$ cat src/hw/rtl/serx_pkg.sv
// ----------------------------------------------------------------------------
// serx_pkg
// Shared widths, reset values, register indexes and control structs for the
// scanline edge run extractor.
// ----------------------------------------------------------------------------
package serx_pkg;

  localparam int unsigned COORD_W = 11;
  localparam int unsigned CLS_W   = 3;
  localparam int unsigned DIM_W   = 12;
  localparam int unsigned SPC_W   = 9;
  localparam int unsigned SKP_W   = 4;
  localparam int unsigned IDX_W   = 2;

  // register indexes
  localparam logic [IDX_W-1:0] REG_MAX_SKIP = 2'd0;
  localparam logic [IDX_W-1:0] REG_SPACING  = 2'd1;
  localparam logic [IDX_W-1:0] REG_WIDTH    = 2'd2;
  localparam logic [IDX_W-1:0] REG_HEIGHT   = 2'd3;

  // register reset values and legal bounds
  localparam logic [SKP_W-1:0] RST_MAX_SKIP = 4'd1;
  localparam logic [SPC_W-1:0] RST_SPACING  = 9'd16;
  localparam logic [DIM_W-1:0] RST_WIDTH    = 12'd640;
  localparam logic [DIM_W-1:0] RST_HEIGHT   = 12'd480;
  localparam logic [DIM_W-1:0] DIM_MIN      = 12'd3;
  localparam logic [DIM_W-1:0] DIM_MAX      = 12'd2048;
  localparam logic [SPC_W-1:0] SPC_MIN      = 9'd2;
  localparam logic [SPC_W-1:0] SPC_MAX      = 9'd256;

  // scan position after reset
  localparam logic [COORD_W-1:0] RST_ROW = COORD_W'(RST_HEIGHT - 12'd1);
  localparam logic [COORD_W-1:0] RST_COL = COORD_W'(RST_SPACING[SPC_W-1:1]) - 11'd1;

  // pixel kinds seen by the controller
  localparam logic [1:0] KIND_BOTTOM = 2'd0;
  localparam logic [1:0] KIND_TOP    = 2'd1;
  localparam logic [1:0] KIND_MID    = 2'd2;

  typedef struct packed {
    logic [DIM_W-1:0] height;
    logic [DIM_W-1:0] width;
    logic [SPC_W-1:0] spacing;
    logic [SKP_W-1:0] max_skip;
  } cfg_t;

  typedef struct packed {
    logic [1:0] kind;
    logic       emit;
    logic       rescan_needed;
    logic       rescan_last;
    logic       slot_free;
  } stat_t;

  typedef struct packed {
    logic accept;
    logic step_commit;
    logic top_first;
    logic top_second;
    logic rescan_step;
  } cmd_t;

endpackage

$ cat src/hw/rtl/serx_ctrl.sv
// ----------------------------------------------------------------------------
// serx_ctrl
// Sequencer: takes a pixel, evaluates it, emits results and steps the rescan.
// ----------------------------------------------------------------------------
module serx_ctrl (
  input  logic            clk,
  input  logic            rst_n,
  input  logic            in_valid,
  output logic            in_stall,
  input  serx_pkg::stat_t stat,
  output serx_pkg::cmd_t  cmd
);

  localparam logic [1:0] S_IDLE   = 2'd0;
  localparam logic [1:0] S_EVAL   = 2'd1;
  localparam logic [1:0] S_TOP2   = 2'd2;
  localparam logic [1:0] S_RESCAN = 2'd3;

  logic [1:0] state_r, state_nxt;

  always_comb begin
    state_nxt = state_r;
    cmd       = '0;
    in_stall  = 1'b1;
    case (state_r)
      S_IDLE: begin
        in_stall = 1'b0;
        if (in_valid) begin
          cmd.accept = 1'b1;
          state_nxt  = S_EVAL;
        end
      end
      S_EVAL: begin
        case (stat.kind)
          serx_pkg::KIND_BOTTOM: begin
            cmd.step_commit = 1'b1;
            state_nxt       = S_IDLE;
          end
          serx_pkg::KIND_TOP: begin
            if (stat.slot_free) begin
              cmd.top_first = 1'b1;
              state_nxt     = S_TOP2;
            end
          end
          serx_pkg::KIND_MID: begin
            if (!stat.emit) begin
              cmd.step_commit = 1'b1;
              state_nxt       = S_IDLE;
            end else if (stat.slot_free) begin
              cmd.step_commit = 1'b1;
              state_nxt       = stat.rescan_needed ? S_RESCAN : S_IDLE;
            end
          end
          default: begin
            state_nxt = S_IDLE;
          end
        endcase
      end
      S_TOP2: begin
        if (stat.slot_free) begin
          cmd.top_second = 1'b1;
          state_nxt      = S_IDLE;
        end
      end
      S_RESCAN: begin
        cmd.rescan_step = 1'b1;
        if (stat.rescan_last) begin
          state_nxt = S_IDLE;
        end
      end
      default: begin
        state_nxt = S_IDLE;
      end
    endcase
  end

  always_ff @(posedge clk) begin
    if (!rst_n) begin
      state_r <= S_IDLE;
    end else begin
      state_r <= state_nxt;
    end
  end

endmodule

$ cat src/hw/rtl/serx_datapath.sv
// ----------------------------------------------------------------------------
// serx_datapath
// Run state, recent-pixel buffer, debounce counter and result register.
// ----------------------------------------------------------------------------
module serx_datapath #(
  parameter int unsigned MAX_EDGES  = 32,
  parameter int unsigned SKIP_LIMIT = 8
) (
  input  logic                              clk,
  input  logic                              rst_n,
  input  serx_pkg::cfg_t                    cfg,
  input  serx_pkg::cmd_t                    cmd,
  output serx_pkg::stat_t                   stat,
  input  logic [serx_pkg::CLS_W-1:0]        in_pixel_class,
  input  logic                              in_frame_start,
  output logic                              out_valid,
  input  logic                              out_stall,
  output logic [serx_pkg::COORD_W-1:0]      out_edge_x,
  output logic [serx_pkg::COORD_W-1:0]      out_edge_y,
  output logic [serx_pkg::CLS_W-1:0]        out_edge_class,
  output logic [serx_pkg::COORD_W-1:0]      out_run_length,
  output logic                              out_last_of_column,
  output logic                              out_last_of_frame
);

  localparam int unsigned CW  = serx_pkg::COORD_W;
  localparam int unsigned KW  = serx_pkg::CLS_W;
  localparam int unsigned DW  = serx_pkg::DIM_W;
  localparam int unsigned SW  = serx_pkg::SPC_W;
  localparam int unsigned MW  = $clog2(SKIP_LIMIT + 2);
  localparam int unsigned EW  = $clog2(MAX_EDGES);
  localparam int unsigned BAW = (SKIP_LIMIT > 1) ? $clog2(SKIP_LIMIT) : 1;
  localparam int unsigned BD  = 2 ** BAW;
  localparam int unsigned EDGE_CAP = MAX_EDGES - 1;

  function automatic logic [MW-1:0] count_step(input logic [MW-1:0] m,
                                               input logic [KW-1:0] pix,
                                               input logic [KW-1:0] run);
    logic [MW-1:0] res;
    if (pix != run) begin
      res = m + MW'(1);
    end else if (m != '0) begin
      res = m - MW'(1);
    end else begin
      res = m;
    end
    return res;
  endfunction

  // scan and run state
  logic [CW-1:0]  row_r, col_r, pend_y_r;
  logic [KW-1:0]  run_cls_r, pend_cls_r, pix_r;
  logic [MW-1:0]  mis_r, rs_left_r;
  logic [EW-1:0]  ecnt_r;
  logic           capped_r, fs_r, out_valid_r;
  logic [serx_pkg::SKP_W-1:0] skip_r;
  logic [BAW-1:0] q_r;
  logic [KW-1:0]  buf_r [BD];

  // output payload
  logic [CW-1:0]  ox_r, oy_r, olen_r;
  logic [KW-1:0]  ocls_r;
  logic           ocol_r, ofrm_r;

  // derived values
  logic [DW-1:0]  h_m1, h_m2;
  logic [CW-1:0]  first_col, edge_y;
  logic [DW-1:0]  y_w, next_col;
  logic signed [DW+1:0] bound;
  logic           is_bottom, is_top, fin, emit, cap_next;
  logic [MW-1:0]  m_next;
  logic [EW-1:0]  ecnt_inc;

  assign h_m1      = cfg.height - DW'(1);
  assign h_m2      = cfg.height - DW'(2);
  assign first_col = CW'(cfg.spacing[SW-1:1]) - CW'(1);
  assign is_bottom = fs_r || ({1'b0, row_r} >= h_m1);
  assign is_top    = (row_r == '0);

  assign m_next   = count_step(mis_r, pix_r, run_cls_r);
  assign emit     = !capped_r && (32'(m_next) > 32'(skip_r));
  assign y_w      = DW'(row_r) + DW'(m_next) - DW'(1);
  assign edge_y   = y_w[CW-1:0];
  assign ecnt_inc = ecnt_r + EW'(1);
  assign cap_next = 32'(ecnt_inc) >= 32'(EDGE_CAP);

  // final column test, signed since the bound may go below zero
  assign next_col = DW'(col_r) + DW'(cfg.spacing);
  assign bound    = $signed({2'b00, cfg.width}) - $signed((DW+2)'(cfg.spacing[SW-1:1]));
  assign fin      = $signed({2'b00, next_col}) >= bound;

  always_comb begin
    stat.kind          = is_bottom ? serx_pkg::KIND_BOTTOM :
                         (is_top ? serx_pkg::KIND_TOP : serx_pkg::KIND_MID);
    stat.emit          = emit;
    stat.rescan_needed = !cap_next && (m_next > MW'(1));
    stat.rescan_last   = (rs_left_r == MW'(1));
    stat.slot_free     = !out_valid_r || !out_stall;
  end

  // result load
  logic          ld;
  logic [CW-1:0] ld_y, ld_len;
  logic [KW-1:0] ld_cls;
  logic          ld_col, ld_frm;

  always_comb begin
    ld     = 1'b0;
    ld_y   = pend_y_r;
    ld_cls = pend_cls_r;
    ld_len = pend_y_r;
    ld_col = 1'b0;
    ld_frm = 1'b0;
    if (cmd.step_commit && !is_bottom && emit) begin
      ld     = 1'b1;
      ld_len = pend_y_r - edge_y;
    end else if (cmd.top_first) begin
      ld = 1'b1;
    end else if (cmd.top_second) begin
      ld     = 1'b1;
      ld_y   = '0;
      ld_cls = pix_r;
      ld_len = '0;
      ld_col = 1'b1;
      ld_frm = fin;
    end
  end

  always_ff @(posedge clk) begin
    if (!rst_n) begin
      row_r       <= serx_pkg::RST_ROW;
      col_r       <= serx_pkg::RST_COL;
      run_cls_r   <= '0;
      mis_r       <= '0;
      ecnt_r      <= '0;
      pend_y_r    <= '0;
      pend_cls_r  <= '0;
      capped_r    <= 1'b0;
      skip_r      <= serx_pkg::RST_MAX_SKIP;
      rs_left_r   <= '0;
      q_r         <= '0;
      fs_r        <= 1'b0;
      out_valid_r <= 1'b0;
    end else begin
      // held while stalled, reloaded only when the slot is free
      out_valid_r <= ld || (out_valid_r && out_stall);
      if (cmd.accept) begin
        fs_r <= in_frame_start;
      end
      if (cmd.step_commit) begin
        if (is_bottom) begin
          if (fs_r) begin
            col_r <= first_col;
          end
          skip_r     <= cfg.max_skip;
          run_cls_r  <= pix_r;
          pend_y_r   <= h_m1[CW-1:0];
          pend_cls_r <= pix_r;
          ecnt_r     <= EW'(1);
          mis_r      <= '0;
          capped_r   <= 1'b0;
          row_r      <= h_m2[CW-1:0];
        end else begin
          row_r <= row_r - CW'(1);
          if (!capped_r) begin
            if (emit) begin
              pend_y_r   <= edge_y;
              pend_cls_r <= pix_r;
              run_cls_r  <= pix_r;
              mis_r      <= '0;
              ecnt_r     <= ecnt_inc;
              capped_r   <= cap_next;
              // rescan rows from just below the new edge down to this one
              q_r        <= edge_y[BAW-1:0] - BAW'(1);
              rs_left_r  <= m_next - MW'(1);
            end else begin
              mis_r <= m_next;
            end
          end
        end
      end
      if (cmd.top_second) begin
        col_r <= fin ? first_col : next_col[CW-1:0];
        row_r <= h_m1[CW-1:0];
      end
      if (cmd.rescan_step) begin
        mis_r     <= count_step(mis_r, buf_r[q_r], run_cls_r);
        q_r       <= q_r - BAW'(1);
        rs_left_r <= rs_left_r - MW'(1);
      end
    end
  end

  // payload and buffer, no reset
  always_ff @(posedge clk) begin
    if (cmd.accept) begin
      pix_r <= in_pixel_class;
    end
    if (cmd.step_commit && !is_bottom) begin
      buf_r[row_r[BAW-1:0]] <= pix_r;
    end
    if (ld) begin
      ox_r   <= col_r;
      oy_r   <= ld_y;
      ocls_r <= ld_cls;
      olen_r <= ld_len;
      ocol_r <= ld_col;
      ofrm_r <= ld_frm;
    end
  end

  assign out_valid          = out_valid_r;
  assign out_edge_x         = ox_r;
  assign out_edge_y         = oy_r;
  assign out_edge_class     = ocls_r;
  assign out_run_length     = olen_r;
  assign out_last_of_column = ocol_r;
  assign out_last_of_frame  = ofrm_r;

endmodule

$ cat src/hw/rtl/scanline_edge_run_extractor_unit.sv
// ----------------------------------------------------------------------------
// scanline_edge_run_extractor_unit
// Debounced colour-run edge extraction along vertical scanlines.
// ----------------------------------------------------------------------------
// Usage: classified pixels of each scanned column arrive on the in_ channel,
// bottom row first, one request per pixel; the unit counts rows and columns
// itself, and in_frame_start restarts at the bottom of the first column.
// Edges leave on the out_ channel, each once the next edge is known, with
// its run length; the top edge of a column carries run length 0 and the
// last_of_column flag, plus last_of_frame on the final column.
// Timing: a pixel is accepted, then evaluated; a declared edge is in the
// output register in the cycle after evaluation. Row 0 passes through a
// further state for its second result. A declared edge may be followed by a
// rescan of up to max_skip buffered rows, one row a cycle, through the
// single debounce counter.
// Reset: registers return to max_skip 1, spacing 16, width 640, height 480;
// the scan sits at the bottom of the first column, no result pending.
// Stall: a result waits in the output register while out_stall is high; a
// new pixel is still taken, but a pixel that must emit waits until the
// output register is free. cfg_ready is always high; write only when idle.
// ----------------------------------------------------------------------------
module scanline_edge_run_extractor_unit #(
  parameter int unsigned MAX_EDGES  = 32,
  parameter int unsigned SKIP_LIMIT = 8
) (
  input  logic                         clk,
  input  logic                         rst_n,
  // pixel requests
  input  logic                         in_valid,
  output logic                         in_stall,
  input  logic [serx_pkg::CLS_W-1:0]   in_pixel_class,
  input  logic                         in_frame_start,
  // edge results
  output logic                         out_valid,
  input  logic                         out_stall,
  output logic [serx_pkg::COORD_W-1:0] out_edge_x,
  output logic [serx_pkg::COORD_W-1:0] out_edge_y,
  output logic [serx_pkg::CLS_W-1:0]   out_edge_class,
  output logic [serx_pkg::COORD_W-1:0] out_run_length,
  output logic                         out_last_of_column,
  output logic                         out_last_of_frame,
  // register writes
  input  logic                         cfg_valid,
  output logic                         cfg_ready,
  input  logic [serx_pkg::IDX_W-1:0]   cfg_index,
  input  logic [serx_pkg::DIM_W-1:0]   cfg_data
);

  localparam logic [serx_pkg::SKP_W-1:0] SKIP_CAP = serx_pkg::SKP_W'(SKIP_LIMIT);

  logic [serx_pkg::SKP_W-1:0] max_skip_r;
  logic [serx_pkg::SPC_W-1:0] spacing_r;
  logic [serx_pkg::DIM_W-1:0] width_r, height_r;
  logic                       cfg_wr;

  serx_pkg::cfg_t  cfg_eff;
  serx_pkg::cmd_t  cmd;
  serx_pkg::stat_t stat;

  assign cfg_ready = 1'b1;
  assign cfg_wr    = cfg_valid && cfg_ready;

  always_ff @(posedge clk) begin
    if (!rst_n) begin
      max_skip_r <= serx_pkg::RST_MAX_SKIP;
      spacing_r  <= serx_pkg::RST_SPACING;
      width_r    <= serx_pkg::RST_WIDTH;
      height_r   <= serx_pkg::RST_HEIGHT;
    end else if (cfg_wr) begin
      case (cfg_index)
        serx_pkg::REG_MAX_SKIP: max_skip_r <= cfg_data[serx_pkg::SKP_W-1:0];
        serx_pkg::REG_SPACING:  spacing_r  <= cfg_data[serx_pkg::SPC_W-1:0];
        serx_pkg::REG_WIDTH:    width_r    <= cfg_data;
        serx_pkg::REG_HEIGHT:   height_r   <= cfg_data;
        default: begin
        end
      endcase
    end
  end

  // registers as used: saturated to their legal ranges
  always_comb begin
    cfg_eff.max_skip = (max_skip_r > SKIP_CAP) ? SKIP_CAP : max_skip_r;
    cfg_eff.spacing  = (spacing_r < serx_pkg::SPC_MIN) ? serx_pkg::SPC_MIN :
                       ((spacing_r > serx_pkg::SPC_MAX) ? serx_pkg::SPC_MAX : spacing_r);
    cfg_eff.width    = (width_r < serx_pkg::DIM_MIN) ? serx_pkg::DIM_MIN :
                       ((width_r > serx_pkg::DIM_MAX) ? serx_pkg::DIM_MAX : width_r);
    cfg_eff.height   = (height_r < serx_pkg::DIM_MIN) ? serx_pkg::DIM_MIN :
                       ((height_r > serx_pkg::DIM_MAX) ? serx_pkg::DIM_MAX : height_r);
  end

  serx_ctrl u_ctrl (
    .clk      (clk),
    .rst_n    (rst_n),
    .in_valid (in_valid),
    .in_stall (in_stall),
    .stat     (stat),
    .cmd      (cmd)
  );

  serx_datapath #(
    .MAX_EDGES  (MAX_EDGES),
    .SKIP_LIMIT (SKIP_LIMIT)
  ) u_datapath (
    .clk                (clk),
    .rst_n              (rst_n),
    .cfg                (cfg_eff),
    .cmd                (cmd),
    .stat               (stat),
    .in_pixel_class     (in_pixel_class),
    .in_frame_start     (in_frame_start),
    .out_valid          (out_valid),
    .out_stall          (out_stall),
    .out_edge_x         (out_edge_x),
    .out_edge_y         (out_edge_y),
    .out_edge_class     (out_edge_class),
    .out_run_length     (out_run_length),
    .out_last_of_column (out_last_of_column),
    .out_last_of_frame  (out_last_of_frame)
  );

endmodule
$ cat config.mk
export PLATFORM = sky130hd
export DESIGN_NAME = scanline_edge_run_extractor_unit
export DESIGN_NICKNAME = d
export VERILOG_FILES = /design/src/hw/rtl/serx_pkg.sv /design/src/hw/rtl/serx_ctrl.sv /design/src/hw/rtl/serx_datapath.sv /design/src/hw/rtl/scanline_edge_run_extractor_unit.sv
export SDC_FILE = /design/constraint.sdc
export NUM_CORES = 1
export LEC_CHECK = 0
export BUFFER_PORTS_ARGS = -buffer_cell sky130_fd_sc_hd__buf_2
export CAP_MARGIN = 40
export CORE_ASPECT_RATIO = 0.7
export CORE_MARGIN = 2
export CORE_UTILIZATION = 50
export CTS_BUF_LIST = sky130_fd_sc_hd__clkbuf_2 sky130_fd_sc_hd__clkbuf_4 sky130_fd_sc_hd__clkbuf_8
export CTS_CLUSTER_DIAMETER = 50
export DETAILED_ROUTE_END_ITERATION = 12
export PLACE_DENSITY = 0.68
export SYNTH_ARGS = -nofsm -noshare
export SYNTH_HDL_FRONTEND = slang
export SYNTH_HIERARCHICAL = 1
export SYNTH_SLANG_ARGS = --single-unit
export TNS_END_PERCENT = 50
$ cat constraint.sdc
create_clock -name clk -period 8.61 [get_ports clk]
set_input_delay 1.2915 -clock clk [delete_from_list [all_inputs] [get_ports clk]]
set_output_delay 1.2915 -clock clk [all_outputs]
set_load 0.03 [all_outputs]
# Word-level counts from Yosys, hierarchy flattened
# Memory sizes are Yosys's and may differ from the RTL's. A register that Yosys moved wholly into a read port is not among the register bits.
# Index checks and enable logic that the tools add are counted.
# op_classes
add_sub_neg,16
order_cmp,12
eq_ne,20
n_mux,80
n_bitwise,1
n_reduce_logical,36
# op_table
operator,count
two-way mux 11 bit,15
two-way mux 4 bit,14
two-way mux 12 bit,4
two-way mux 3 bit,13
"greater-than comparator 12 bit, second input constant",2
"less-than comparator 12 x 2 -> 1 bit, second input constant",2
"subtractor 11 x 1 -> 11 bit, second input constant",2
two-way mux 2 bit,10
two-way mux 9 bit,2
two-way mux 1 bit,16
two-way mux 5 bit,3
>= comparator 13 x 14 -> 1 bit,1
subtractor 12 x 8 -> 13 bit,1
adder 11 x 9 -> 12 bit,1
>= comparator 11 x 12 -> 1 bit,1
"inequality test 2 bit, second input constant",6
AND reduction 2 bit,6
nonzero test 2 bit,6
"subtractor 12 x 1 -> 12 bit, second input constant",1
"subtractor 4 x 1 -> 4 bit, second input constant",3
adder 11 x 4 -> 11 bit,1
logical NOT 11 bit,1
subtractor 11 bit,1
"subtractor 11 x 2 -> 11 bit, second input constant",1
30 further kinds,52
# word_totals
reg_bits,139
ram_bits,24
in_bits,23
output_inout_bits,41
memories,1
# memory_table
memory,words,word_bits,read_ports,rd_ports_with_merged_regs,write_ports,line,text
u_datapath.buf_r,8,3,1,1,1,serx_datapath.sv:58,logic [KW-1:0] buf_r [BD];

# Longest topological paths before layout
# Gate-level depths: netlist of run 1.
# depth
ltp_word,14
ltp_mapped,28
ltp_nobuf,26

# Hierarchy
# Netlist of run 1, hierarchy kept.
# by_module_without_submodules
mod,n_inst,cells_per_inst,area_per_inst_um2
serx_datapath,1,961,8708.4
scanline_edge_run_extractor_unit,1,208,1711.6
serx_ctrl,1,33,252.7

# Least setup slack after synthesis of run 1
# No wires, ideal clock.
# synth_timing
kind,flip-flop to flip-flop
startpoint,reg height_r[11] (netlist bit)
endpoint,"reg u_datapath.ocls_r[0], in the netlist u_datapath/out_edge_class[0], enable pin"
t_arrival_ns,5.749
required_time_ns,8.217
slack_ns,2.468
path_stages_with_launch,26
path_buffers,3
synth_period_minus_slack_ns,6.142
cell_sequence,dfxtp_1 > clkbuf_1 > a21oi_1 > inv_1 > ha_1 > nor3b_2 > nand2_1 > nor3_1 > o31ai_1 > xor2_1 > ha_1 > a21o_1 > a211o_1 > or3_1 > o221ai_2 > inv_2 > clkbuf_1 > nor2_1 > ha_1 > a21oi_1 > nor2_1 > nand2_1 > nor2_1 > buf_6 > nor3_1 > inv_1
# synth_lines
item,line,text
start: declaration,scanline_edge_run_extractor_unit.sv:53,"logic [serx_pkg::DIM_W-1:0] width_r, height_r;"
start signal: assignment,scanline_edge_run_extractor_unit.sv:68,height_r <= serx_pkg::RST_HEIGHT;
start signal: assignment,scanline_edge_run_extractor_unit.sv:74,serx_pkg::REG_HEIGHT: height_r <= cfg_data;
end signal: assignment,serx_datapath.sv:205,ocls_r <= ld_cls;
end: declaration,serx_datapath.sv:62,logic [KW-1:0] ocls_r;

==> results of run 1 <==
==> layout make-up <==
cell class / instances / area (um^2)
Fill cell: 1941 / 9210
Clock inverter: 15 / 180
Inverter: 82 / 308
Timing Repair Buffer: 74 / 400
Sequential cell: 166 / 3970
Clock buffer: 17 / 234
Multi-Input combinational cell: 899 / 6150
Tap cell: 276 / 345
==> synthesized netlist by cell type, types with 4 or more instances <==
cell type	n
nand2_1	151
dfxtp_1	101
ha_1	85
inv_1	77
a21oi_1	76
nor2_1	74
edfxtp_1	65
nand3_1	60
nor2b_1	48
clkbuf_1	40
xnor2_1	40
mux2i_1	27
nor3_1	27
xor2_1	27
o21ai_0	26
o21ai_1	26
nand2b_1	21
a21boi_1	16
a211oi_1	15
and2_1	10
a21o_1	9
a22oi_1	9
o21a_1	9
a31oi_1	8
or3_1	8
a21boi_0	7
buf_2	7
nor4_1	7
o211ai_1	7
mux4_2	6
nand4_1	6
o21bai_1	6
a211o_1	5
o311ai_0	5
o31ai_1	5
buf_4	4
fa_1	4
mux2_2	4
==> flip-flops by register name, indices dropped and copies added (netlist names), 9 cells and up, named ones only <==
signal,cells
u_datapath/pend_y_r,11
u_datapath/out_edge_y,11
u_datapath/out_edge_x,11
height_r,12
u_datapath/row_r,11
spacing_r,9
u_datapath/col_r,11
u_datapath/out_run_length,11
width_r,12
u_datapath/buf_r,24
==> worst max-delay path: stages (launching register included) <==
cell      delay (ps)
dfxtp_1          580
nor2b_1          150
inv_1            100
ha_1             200
nor3b_2          340
nand2_1          140
nor3_1           260
o31ai_1          150
xor2_1           290
ha_1             310
a21o_1           180
a211o_1          300
or3_1            360
o221ai_4         200
inv_2            210
nor3_1           320
inv_1            100
ha_1             250
a21oi_1          170
nor2_2            50
buf_4            260
nand2_1          170
nor2_1            70
nor3_1           470
inv_1             80
buf_4            290
==> through the flow <==
stage	setup WS (ps)	instances	utilization, %
after detailed placement	2440	1497	53.7
after CTS	2440	1529	55.7
final	2310	1529	55.7
after floorplan	2470	1202	-
after global placement	2630	1496	53.7
after global routing	1710	1529	55.7
==> cell families (layout without fill, tap and decap cells) <==
kind of cell	after synthesis	in the layout	synth area share, %
buffers and inverters	137	188	5.25
AO/OA/AOI/OAI	263	263	16.4
flip-flops	166	166	37.2
other	1	1	0.0351
XOR/XNOR	70	70	5.96
AND/OR/NAND/NOR	439	439	20.1
multiplexers	37	37	4.22
adder cells (fa/ha/maj)	89	89	10.7
==> power by group <==
group / switching (W) / total, W / internal (W) / leakage, nW
Clock: 0.000343 / 0.000591 / 0.000247 / 0.204
Combinational: 0.000801 / 0.00129 / 0.000489 / 3.02
Sequential: 0.0000890 / 0.00100 / 0.000913 / 1.41
Total: 0.00123 / 0.00288 / 0.00165 / 4.64
==> how the worst max path moves through the flow <==
stage | end | cells past startpoint | from | slack, ps
final | u_datapath/out_edge_x[2] | 25 | height_r[11] | 2310
after global routing | u_datapath/out_edge_class[0] | 22 | height_r[11] | 1710
after CTS | u_datapath/out_edge_class[0] | 22 | height_r[11] | 2440
after detailed placement | u_datapath/out_edge_class[0] | 22 | height_r[11] | 2440
after global placement | u_datapath/out_edge_class[2] | 22 | height_r[11] | 2630
after floorplan | u_datapath/out_edge_class[0] | 25 | height_r[11] | 2470
==> per-layer routing <==
layer | routed length, um | GRT usage (%) | vias to the layer above
met3 | 2270 | 5.40 | 11
met5 | 0 | 0 | -
met1 | 13500 | 39.6 | 3968
met2 | 9770 | 30.6 | 308
met4 | 158 | 4.40 | 0
li1 | - | - | 4313
==> qor_table.md, run 1 <==
| Metric | Reported | Unit |
|---|---|---|
| Gate Count Post-Synth | 1202 | - |
| Primary FF master, synth | dfxtp_1 | - |
| Clock Latency Late Sink | 470 | ps |
| Headroom to the max-slew limit | 46.1 | % |
| Setup Viol. Count Final | 0 | - |
| Achievable Freq | 159 | MHz |
| Category of the worst setup path capture point | flip-flop | - |
| Initial antenna violation count | 0 | - |
| Worst Path Required | 8790 | ps |
| Maximum clock skew at final layout | 18.4 | ps |
| Wirelength, routed | 25700 | um |
| Most common cell after layout, fill and taps aside | nand2_1 | - |
| Layout Area Growth over Synthesis | 8.65 | % |
| Total CTS buffers | 17 | - |
| Count of final hold-check violations | 0 | - |
| IO buf count | 62 | - |
| Starting Density | 51.3 | % |
| Die Y | 126 | um |
| Peak supply drop | 0.116 | mV |
| Diodes inserted | 0 | - |
| All-Layer GR Usage | 23.8 | % |
| Register clock-pin slew on the reported worst setup and hold paths | 100 | ps |
| Setup bufs post-CTS | 0 | - |
| Worst reg2reg startpoint | height_r[11] | - |
| Max Root-Sink Buffers | 2 | - |
| Net count of the mapped netlist | 1314 | - |
| Portion of synthesized cell area occupied by the leading cell type | 18.9 | % |
| Flip-flop and latch count after synthesis | 166 | - |
| Post-place instance area | 11200 | um^2 |
| Number of sinks handled by clock tree synthesis | 166 | - |
| Power per standard cell area | 249 | nW/um^2 |
| Run status | finished, final reports clean | - |
| WP data arrival | 6480 | ps |
| Clock period minus worst slack | 6300 | ps |
| Core box area | 20800 | um^2 |
| CTS resizes | 0 | - |
| Slew of the pin with the lowest slew margin | 803 | ps |
| Peak fanout along the critical path | 42 | - |
| Dominant cell type by area after synthesis | dfxtp_1 | - |
| Via count of the first global-routing pass | 7816 | - |
| Worst setup SP type | flip-flop | - |
| Area of the die | 22500 | um^2 |
| Post-detail-place hpwl | 19400 | um |
| Capture endpoint of the worst hold path | width_r[1] | - |
| Proportion of synthesized chip area in sequential cells | 37.2 | % |
| Startpoint of the most critical hold path | width_r[1] | - |
| Category of the critical setup timing path | reg -> reg | - |
| Async SR Flop Fraction | 0 | % |
| Global placer's final weighted congestion | 0.869 | - |
| Clock root buffer | clkbuf_8 | - |
| EDFF count, synth | 65 | - |
| Hold WC Path Type | reg -> reg | - |
| Wire length of the first global-routing pass | 42200 | um |
| R2R Setup Slk | 2310 | ps |
| Length in cells of the worst reg-to-reg path | 25 | - |
| Avg Inst Size Synth | 8.88 | um^2 |
| Pin count of the biggest net entering global routing | 63 | - |
| CTS Hold Buffers Added | 0 | - |
| WL per Instance | 16.8 | um |
| Antenna-violating nets left | 0 | - |
| H-tree Lvls | 4 | - |
| Number of maximum-capacitance constraint violations | 0 | - |
| Number of warnings issued by yosys | 6 | - |
| TritonCTS clock tree | built | - |
| Share of final-layout standard cells stronger than drive strength 1 | 11.3 | % |
| Rows | 44 | - |
| Worst Hold Slack | 461 | ps |
| Top Ports | 64 | - |
| Final Instance Area | 11600 | um^2 |
| Global route overflow | 0 | - |
| Total negative slack for setup checks | 0 | ps |
| Total power after layout | 0.00288 | W |
| Cell area after technology mapping | 10700 | um^2 |
| Total number of nets in the final design | 1352 | - |
| Unique masters post-synth | 86 | - |
| Fraction of the cycle the final worst path needs | 73.2 | % |
| RR Endpoint | u_datapath/out_edge_x[2] | - |
| Max-slew violation count | 0 | - |
| Per-cell via count in the routed design | 5.62 | - |
| Leak | 4.64 | nW |
| Number of vias after detailed routing | 8600 | - |
| Remaining DRCs | 0 | - |
| Number of cells traversed by the worst hold path | 2 | - |
| RSZ-0062 raised after global routing | no | - |
| Leading post-synthesis cells by cell area | dfxtp_1 19%, edfxtp_1 18%, ha_1 10% | - |
| Top library cells by usage in the layout, fill and taps aside | 151 x nand2_1, 101 x dfxtp_1, 85 x ha_1 | - |
| 1st-iter DRT viols | 714 | - |
| Initial DRT Pass Iterations | 5 | - |
| Width of the chip | 179 | um |
Note: power is estimated with default switching activity, not from simulation.
==> inputs of run 2 (changes only) <==
==> constraint.sdc (replaced) <==
create_clock -name clk -period 6.2 [get_ports clk]
set_input_delay 0.93 -clock clk [delete_from_list [all_inputs] [get_ports clk]]
set_output_delay 0.93 -clock clk [all_outputs]
set_load 0.03 [all_outputs]
==> qor_table.md, run 2 (synthesis gave the netlist of run 1 again) <==
| Metric | Reported | Unit |
|---|---|---|
| Category of the worst setup path capture point | flip-flop | - |
| Clock root buffer | clkbuf_8 | - |
| Worst Path Required | 6590 | ps |
| Most common cell after layout, fill and taps aside | nand2_1 | - |
| WL per Instance | 16.7 | um |
| Share of final-layout standard cells stronger than drive strength 1 | 12.4 | % |
| Total CTS buffers | 17 | - |
| Maximum clock skew at final layout | 16.7 | ps |
| Post-place instance area | 11300 | um^2 |
| Slew of the pin with the lowest slew margin | 908 | ps |
| Run status | finished, final reports clean | - |
| CTS Hold Buffers Added | 0 | - |
| H-tree Lvls | 4 | - |
| WP data arrival | 6150 | ps |
| Diodes inserted | 0 | - |
| TritonCTS clock tree | built | - |
| Worst setup slack before clock tree synthesis | 221 | ps |
| Hold WC Path Type | reg -> reg | - |
| Largest register FFs | 24 | - |
| Initial DRT Pass Iterations | 5 | - |
| 1st-iter DRT viols | 967 | - |
| Top Ports | 64 | - |
| Headroom to the max-slew limit | 38.9 | % |
| Register clock-pin slew on the reported worst setup and hold paths | 90 | ps |
| Starting Density | 51.3 | % |
| Power per standard cell area | 343 | nW/um^2 |
| Worst Hold Slack | 462 | ps |
| Remaining DRCs | 0 | - |
| Antenna-violating nets left | 0 | - |
| Rows | 44 | - |
| Via count of the first global-routing pass | 7824 | - |
| Width of the chip | 179 | um |
| All-Layer GR Usage | 23.4 | % |
| Peak supply drop | 0.267 | mV |
| Layout Area Growth over Synthesis | 9.40 | % |
| Count of final hold-check violations | 0 | - |
| Critical path capture point | u_datapath/q_r[2] | - |
| Final Instance Area | 11700 | um^2 |
| Wire length of the first global-routing pass | 41700 | um |
| Worst path buffer plus inverter count | 5 | - |
| Global route overflow | 0 | - |
| Slowest stage cell, crit path | or4_1 | - |
| Wirelength, routed | 25600 | um |
| Setup Viol. Count Final | 0 | - |
| Pin count of the biggest net entering global routing | 62 | - |
| Die Y | 126 | um |
| Clock period minus worst slack | 5770 | ps |
| Max-slew violation count | 0 | - |
| R2R Setup Slk | 430 | ps |
| Max Root-Sink Buffers | 2 | - |
| Setup bufs post-CTS | 0 | - |
| Total negative slack for setup checks | 0 | ps |
| Family with the most delay on the worst path | simple AND/OR/NAND/NOR gates | - |
| Crit path setup slack, layout | 435 | ps |
| Initial antenna violation count | 0 | - |
| Achievable Freq | 173 | MHz |
| Number of sinks handled by clock tree synthesis | 166 | - |
| Clock Latency Late Sink | 480 | ps |
| RSZ-0062 raised after global routing | yes | - |
| CP Depth | 26 | - |
| Top library cells by usage in the layout, fill and taps aside | 150 x nand2_1, 100 x dfxtp_1, 85 x ha_1 | - |
| Leak | 4.68 | nW |
| Number of maximum-capacitance constraint violations | 0 | - |
| Length in cells of the worst reg-to-reg path | 26 | - |
| Fraction of the cycle the final worst path needs | 93.0 | % |
| Area of the die | 22500 | um^2 |
| IO buf count | 62 | - |
| Category of the critical setup timing path | reg -> reg | - |
| Core box area | 20800 | um^2 |
| CTS resizes | 0 | - |
| Delay of the slowest cell on the worst path | 430 | ps |
| Worst setup SP type | flip-flop | - |
| Worst reg2reg startpoint | height_r[5] | - |
| Peak fanout along the critical path | 28 | - |
| Origin of the worst setup path | height_r[5] | - |
| Global placer's final weighted congestion | 0.860 | - |
| Total number of nets in the final design | 1362 | - |
| RR Endpoint | u_datapath/q_r[2] | - |
| Post-detail-place hpwl | 19500 | um |
| Per-cell via count in the routed design | 5.70 | - |
| Number of vias after detailed routing | 8772 | - |
==> run 2: changes by cell type in the layout (fill, tap and decap cells not counted), sizes merged <==
cell and delta:
buf +10, bufinv -1, clkinv +1, inv -2, clkinvlp +2
==> run 2: tightest hold or removal path, cell delays in order, from the launching register on <==
cell,delay [ps]
dfxtp_1,320
nand2_1,50
a21oi_1,50
==> run 2: through the flow <==
stage | utilization [%] | total power, W | instances
6_report | 56.1 | 0.00400 | 1539
5_1_grt | 56.1 | 0.00428 | 1539
2_1_floorplan | - | 0.00276 | 1202
4_1_cts | 56.0 | 0.00399 | 1539
3_5_place_dp | 54.1 | 0.00322 | 1507
3_3_place_gp | 54.1 | 0.00319 | 1506
==> run 2: where the power goes <==
part	internal, W	total (W)	switching [W]	leakage [nW]
logic	0.000699	0.00185	0.00115	3.08
clock network	0.000301	0.000774	0.000472	0.187
registers	0.00127	0.00138	0.000110	1.41
total	0.00227	0.00400	0.00174	4.68
==> run 2: cell type report <==
type / count / area, um^2
inverter: 82 / 308
multi-input combinational: 899 / 6170
clock inverter: 15 / 166
timing repair buffer: 84 / 475
fill: 1941 / 9130
tap: 276 / 345
sequential: 166 / 3980
clock buffer: 17 / 234
==> run 2: layer usage <==
| layer | part of all wire, % | GRT usage (%) | wire (um) | vias up |
|---|---|---|---|---|
| li1 | - | - | - | 4342 |
| met1 | 54 | 38.9 | 13800 | 4128 |
| met2 | 38 | 30.4 | 9720 | 283 |
| met3 | 7.3 | 4.26 | 1870 | 19 |
| met4 | 0.81 | 5.26 | 208 | 0 |
| met5 | 0 | 0 | 0 | - |
==> run 2: worst min path at each step <==
stage,start,end,slack [ps],cells past startpoint
floorplan,u_datapath/ecnt_r[4],u_datapath/ecnt_r[4],420,1
global placement,width_r[1],width_r[1],450,2
detailed placement,u_datapath/ecnt_r[4],u_datapath/ecnt_r[4],440,1
CTS,u_datapath/ecnt_r[4],u_datapath/ecnt_r[4],460,1
global route,u_datapath/ecnt_r[4],u_datapath/ecnt_r[4],480,1
finish,u_datapath/skip_r[3],u_datapath/skip_r[3],460,2
==> inputs of run 3 (changes only) <==
--- a/config.mk
+++ b/config.mk
@@ -5,6 +5,7 @@
 export SDC_FILE = /design/constraint.sdc
 export NUM_CORES = 1
 export LEC_CHECK = 0
+export ABC_AREA = 1
 export BUFFER_PORTS_ARGS = -buffer_cell sky130_fd_sc_hd__buf_2
 export CAP_MARGIN = 40
 export CORE_ASPECT_RATIO = 0.7
@@ -13,7 +14,7 @@
 export CTS_BUF_LIST = sky130_fd_sc_hd__clkbuf_2 sky130_fd_sc_hd__clkbuf_4 sky130_fd_sc_hd__clkbuf_8
 export CTS_CLUSTER_DIAMETER = 50
 export DETAILED_ROUTE_END_ITERATION = 12
-export PLACE_DENSITY = 0.68
+export PLACE_DENSITY = 0.67
 export SYNTH_ARGS = -nofsm -noshare
 export SYNTH_HDL_FRONTEND = slang
 export SYNTH_HIERARCHICAL = 1
==> qor_table.md, run 3 <==
| Metric | Reported | Unit |
|---|---|---|
| Run status | finished, final reports clean | - |
| Total negative slack for setup checks | 0 | ps |
| Wire length of the first global-routing pass | 48000 | um |
| Hold WC Path Type | reg -> reg | - |
| Total CTS buffers | 17 | - |
| Diodes inserted | 0 | - |
| Global route overflow | 0 | - |
| Initial DRT Pass Iterations | 5 | - |
| EDFF count, synth | 65 | - |
| Startpoint of the most critical hold path | u_datapath/skip_r[2] | - |
| Top cells by instance count after synthesis | 356 x nand2_1, 238 x inv_1, 183 x nor2_1 | - |
| Origin of the worst setup path | height_r[10] | - |
| Worst Path Required | 6380 | ps |
| Avg Inst Size Synth | 7.18 | um^2 |
| WL per Instance | 15.0 | um |
| Per-cell via count in the routed design | 5.27 | - |
| Worst path buffer plus inverter count | 7 | - |
| Headroom to the max-slew limit | 47.0 | % |
| Peak fanout along the critical path | 23 | - |
| Wirelength, routed | 29600 | um |
| H-tree Lvls | 4 | - |
| Share of final-layout standard cells stronger than drive strength 1 | 9.29 | % |
| Fraction of power spent switching nets | 51.3 | % |
| Async SR Flop Fraction | 0 | % |
| Worst setup SP type | flip-flop | - |
| Slowest stage cell, crit path | nand2_2 | - |
| Initial antenna violation count | 0 | - |
| Portion of synthesized cell area occupied by the leading cell type | 17.7 | % |
| Remaining DRCs | 0 | - |
| RSZ-0062 raised after global routing | no | - |
| Die Y | 130 | um |
| Largest register FFs | 24 | - |
| Rows | 46 | - |
| Area of the die | 24100 | um^2 |
| 1st-iter DRT viols | 989 | - |
| Setup bufs post-CTS | 0 | - |
| Number of maximum-capacitance constraint violations | 0 | - |
| Top Ports | 64 | - |
| Clock Latency Late Sink | 470 | ps |
| Global placer's final weighted congestion | 0.914 | - |
| CP Depth | 30 | - |
| Number of warnings issued by yosys | 6 | - |
| Crit path setup slack, layout | 770 | ps |
| Category of the worst setup path capture point | flip-flop | - |
| Number of vias after detailed routing | 10400 | - |
| Clock root buffer | clkbuf_8 | - |
| Most common cell after layout, fill and taps aside | nand2_1 | - |
| Internal power | 0.00303 | W |
| Psw | 0.00319 | W |
| Max Root-Sink Buffers | 2 | - |
| Proportion of synthesized chip area in sequential cells | 34.8 | % |
| WP data arrival | 5610 | ps |
| Critical path capture point | u_datapath/out_edge_y[7] | - |
| R2R Setup Slk | 770 | ps |
| Net count of the mapped netlist | 1703 | - |
| Logic pwr share | 60.2 | % |
| Slew of the pin with the lowest slew margin | 789 | ps |
| Maximum clock skew at final layout | 18.8 | ps |
| Post-detail-place hpwl | 23000 | um |
| Number of sinks handled by clock tree synthesis | 166 | - |
| Primary FF master, synth | dfxtp_1 | - |
| Fraction of the cycle the final worst path needs | 87.6 | % |
| RR Endpoint | u_datapath/out_edge_y[7] | - |
| Worst reg2reg startpoint | height_r[10] | - |
| Unique masters post-synth | 53 | - |
| Setup Viol. Count Final | 0 | - |
| Achievable Freq | 184 | MHz |
| IO buf count | 62 | - |
| Family with the most delay on the worst path | simple AND/OR/NAND/NOR gates | - |
| Gate Count Post-Synth | 1591 | - |
| Clock period minus worst slack | 5430 | ps |
| Top library cells by usage in the layout, fill and taps aside | 355 x nand2_1, 238 x inv_1, 183 x nor2_1 | - |
| Count of final hold-check violations | 0 | - |
| CTS Hold Buffers Added | 0 | - |
| Cell area after technology mapping | 11400 | um^2 |
| Core box area | 22500 | um^2 |
| Length in cells of the worst reg-to-reg path | 30 | - |
| Layout Area Growth over Synthesis | 8.91 | % |
| Power share of the sequential group | 26.7 | % |
| TritonCTS clock tree | built | - |
| Antenna-violating nets left | 0 | - |
| Delay of the slowest cell on the worst path | 500 | ps |
| Leading post-synthesis cells by cell area | dfxtp_1 18%, edfxtp_1 17%, nand2_1 12% | - |
| Pin count of the biggest net entering global routing | 43 | - |
| Power per standard cell area | 500 | nW/um^2 |
| CTS resizes | 0 | - |
| Total number of nets in the final design | 1756 | - |
| Clk network pwr share | 13.1 | % |
| Via count of the first global-routing pass | 9255 | - |
| Width of the chip | 185 | um |
| Peak supply drop | 0.240 | mV |
| Leak | 6.03 | nW |
| All-Layer GR Usage | 25.4 | % |
| Max-slew violation count | 0 | - |
| Count leader, synth | nand2_1 | - |
| Category of the critical setup timing path | reg -> reg | - |
| Flip-flop and latch count after synthesis | 166 | - |
| Starting Density | 50.7 | % |
| Register clock-pin slew on the reported worst setup and hold paths | 100 | ps |
| Worst setup slack before clock tree synthesis | 851 | ps |
| Dominant cell type by area after synthesis | dfxtp_1 | - |
-- run 3: logic make-up after synthesis --
kind of cell	synth area share, %
AND/OR/NAND/NOR	28.2
buffers and inverters	10.4
AO/OA/AOI/OAI	11.5
flip-flops	34.8
adder cells (fa/ha/maj)	10.0
XOR/XNOR	5.14
other	0.0328
-- run 3: worst min-delay path by stage --
| stage | end | slack [ps] | cells after the start |
|---|---|---|---|
| 4_1_cts | u_datapath/skip_r[2] | 470 | 2 |
| 3_3_place_gp | u_datapath/skip_r[2] | 460 | 2 |
| 3_5_place_dp | u_datapath/skip_r[2] | 450 | 2 |
| 6_report | u_datapath/skip_r[2] | 470 | 2 |
| 2_1_floorplan | u_datapath/out_edge_x[4] | 430 | 0 |
| 5_1_grt | u_datapath/skip_r[1] | 480 | 2 |
-- run 3: stage by stage --
step | area (um^2) | utilization [%] | total power (W) | instances | hold slack (ps)
5_1_grt | 12400 | 55.3 | 0.00676 | 1969 | 482
2_1_floorplan | 11400 | - | 0.00448 | 1591 | 429
4_1_cts | 12400 | 55.3 | 0.00618 | 1969 | 468
3_5_place_dp | 12000 | 53.4 | 0.00536 | 1937 | 454
6_report | 12400 | 55.3 | 0.00621 | 1969 | 470
3_3_place_gp | 12000 | 53.3 | 0.00530 | 1936 | 456
-- run 3: metal layers --
layer / global-route usage, % / vias up / wire [um]
met4: 5.32 / 0 / 319
met5: 0 / - / 0
li1: - / 5254 / -
met1: 40.1 / 4721 / 15300
met2: 36.1 / 370 / 11800
met3: 4.13 / 24 / 2180
-- run 3: cell type report --
cell class                      count  area [um^2]
Sequential cell                   166         3970
Fill cell                        2186        10100
Inverter                          253          968
Timing Repair Buffer               76          435
Tap cell                          312          390
Clock inverter                     15          174
Multi-Input combinational cell   1130         6260
Clock buffer                       17          234
-- run 3: tightest hold or removal path, stage by stage, from the launching register on --
cell     delay, ps
dfxtp_1        310
inv_1           60
a21oi_1         60
-- run 3: power by group through the flow --
stage                     sequential, W  clock [W]  combinational [W]
final                           0.00166   0.000814            0.00374
after global routing            0.00169   0.000877            0.00419
after CTS                       0.00166   0.000830            0.00370
after floorplan                 0.00187          0            0.00261
after global placement          0.00168          0            0.00362
after detailed placement        0.00168          0            0.00368
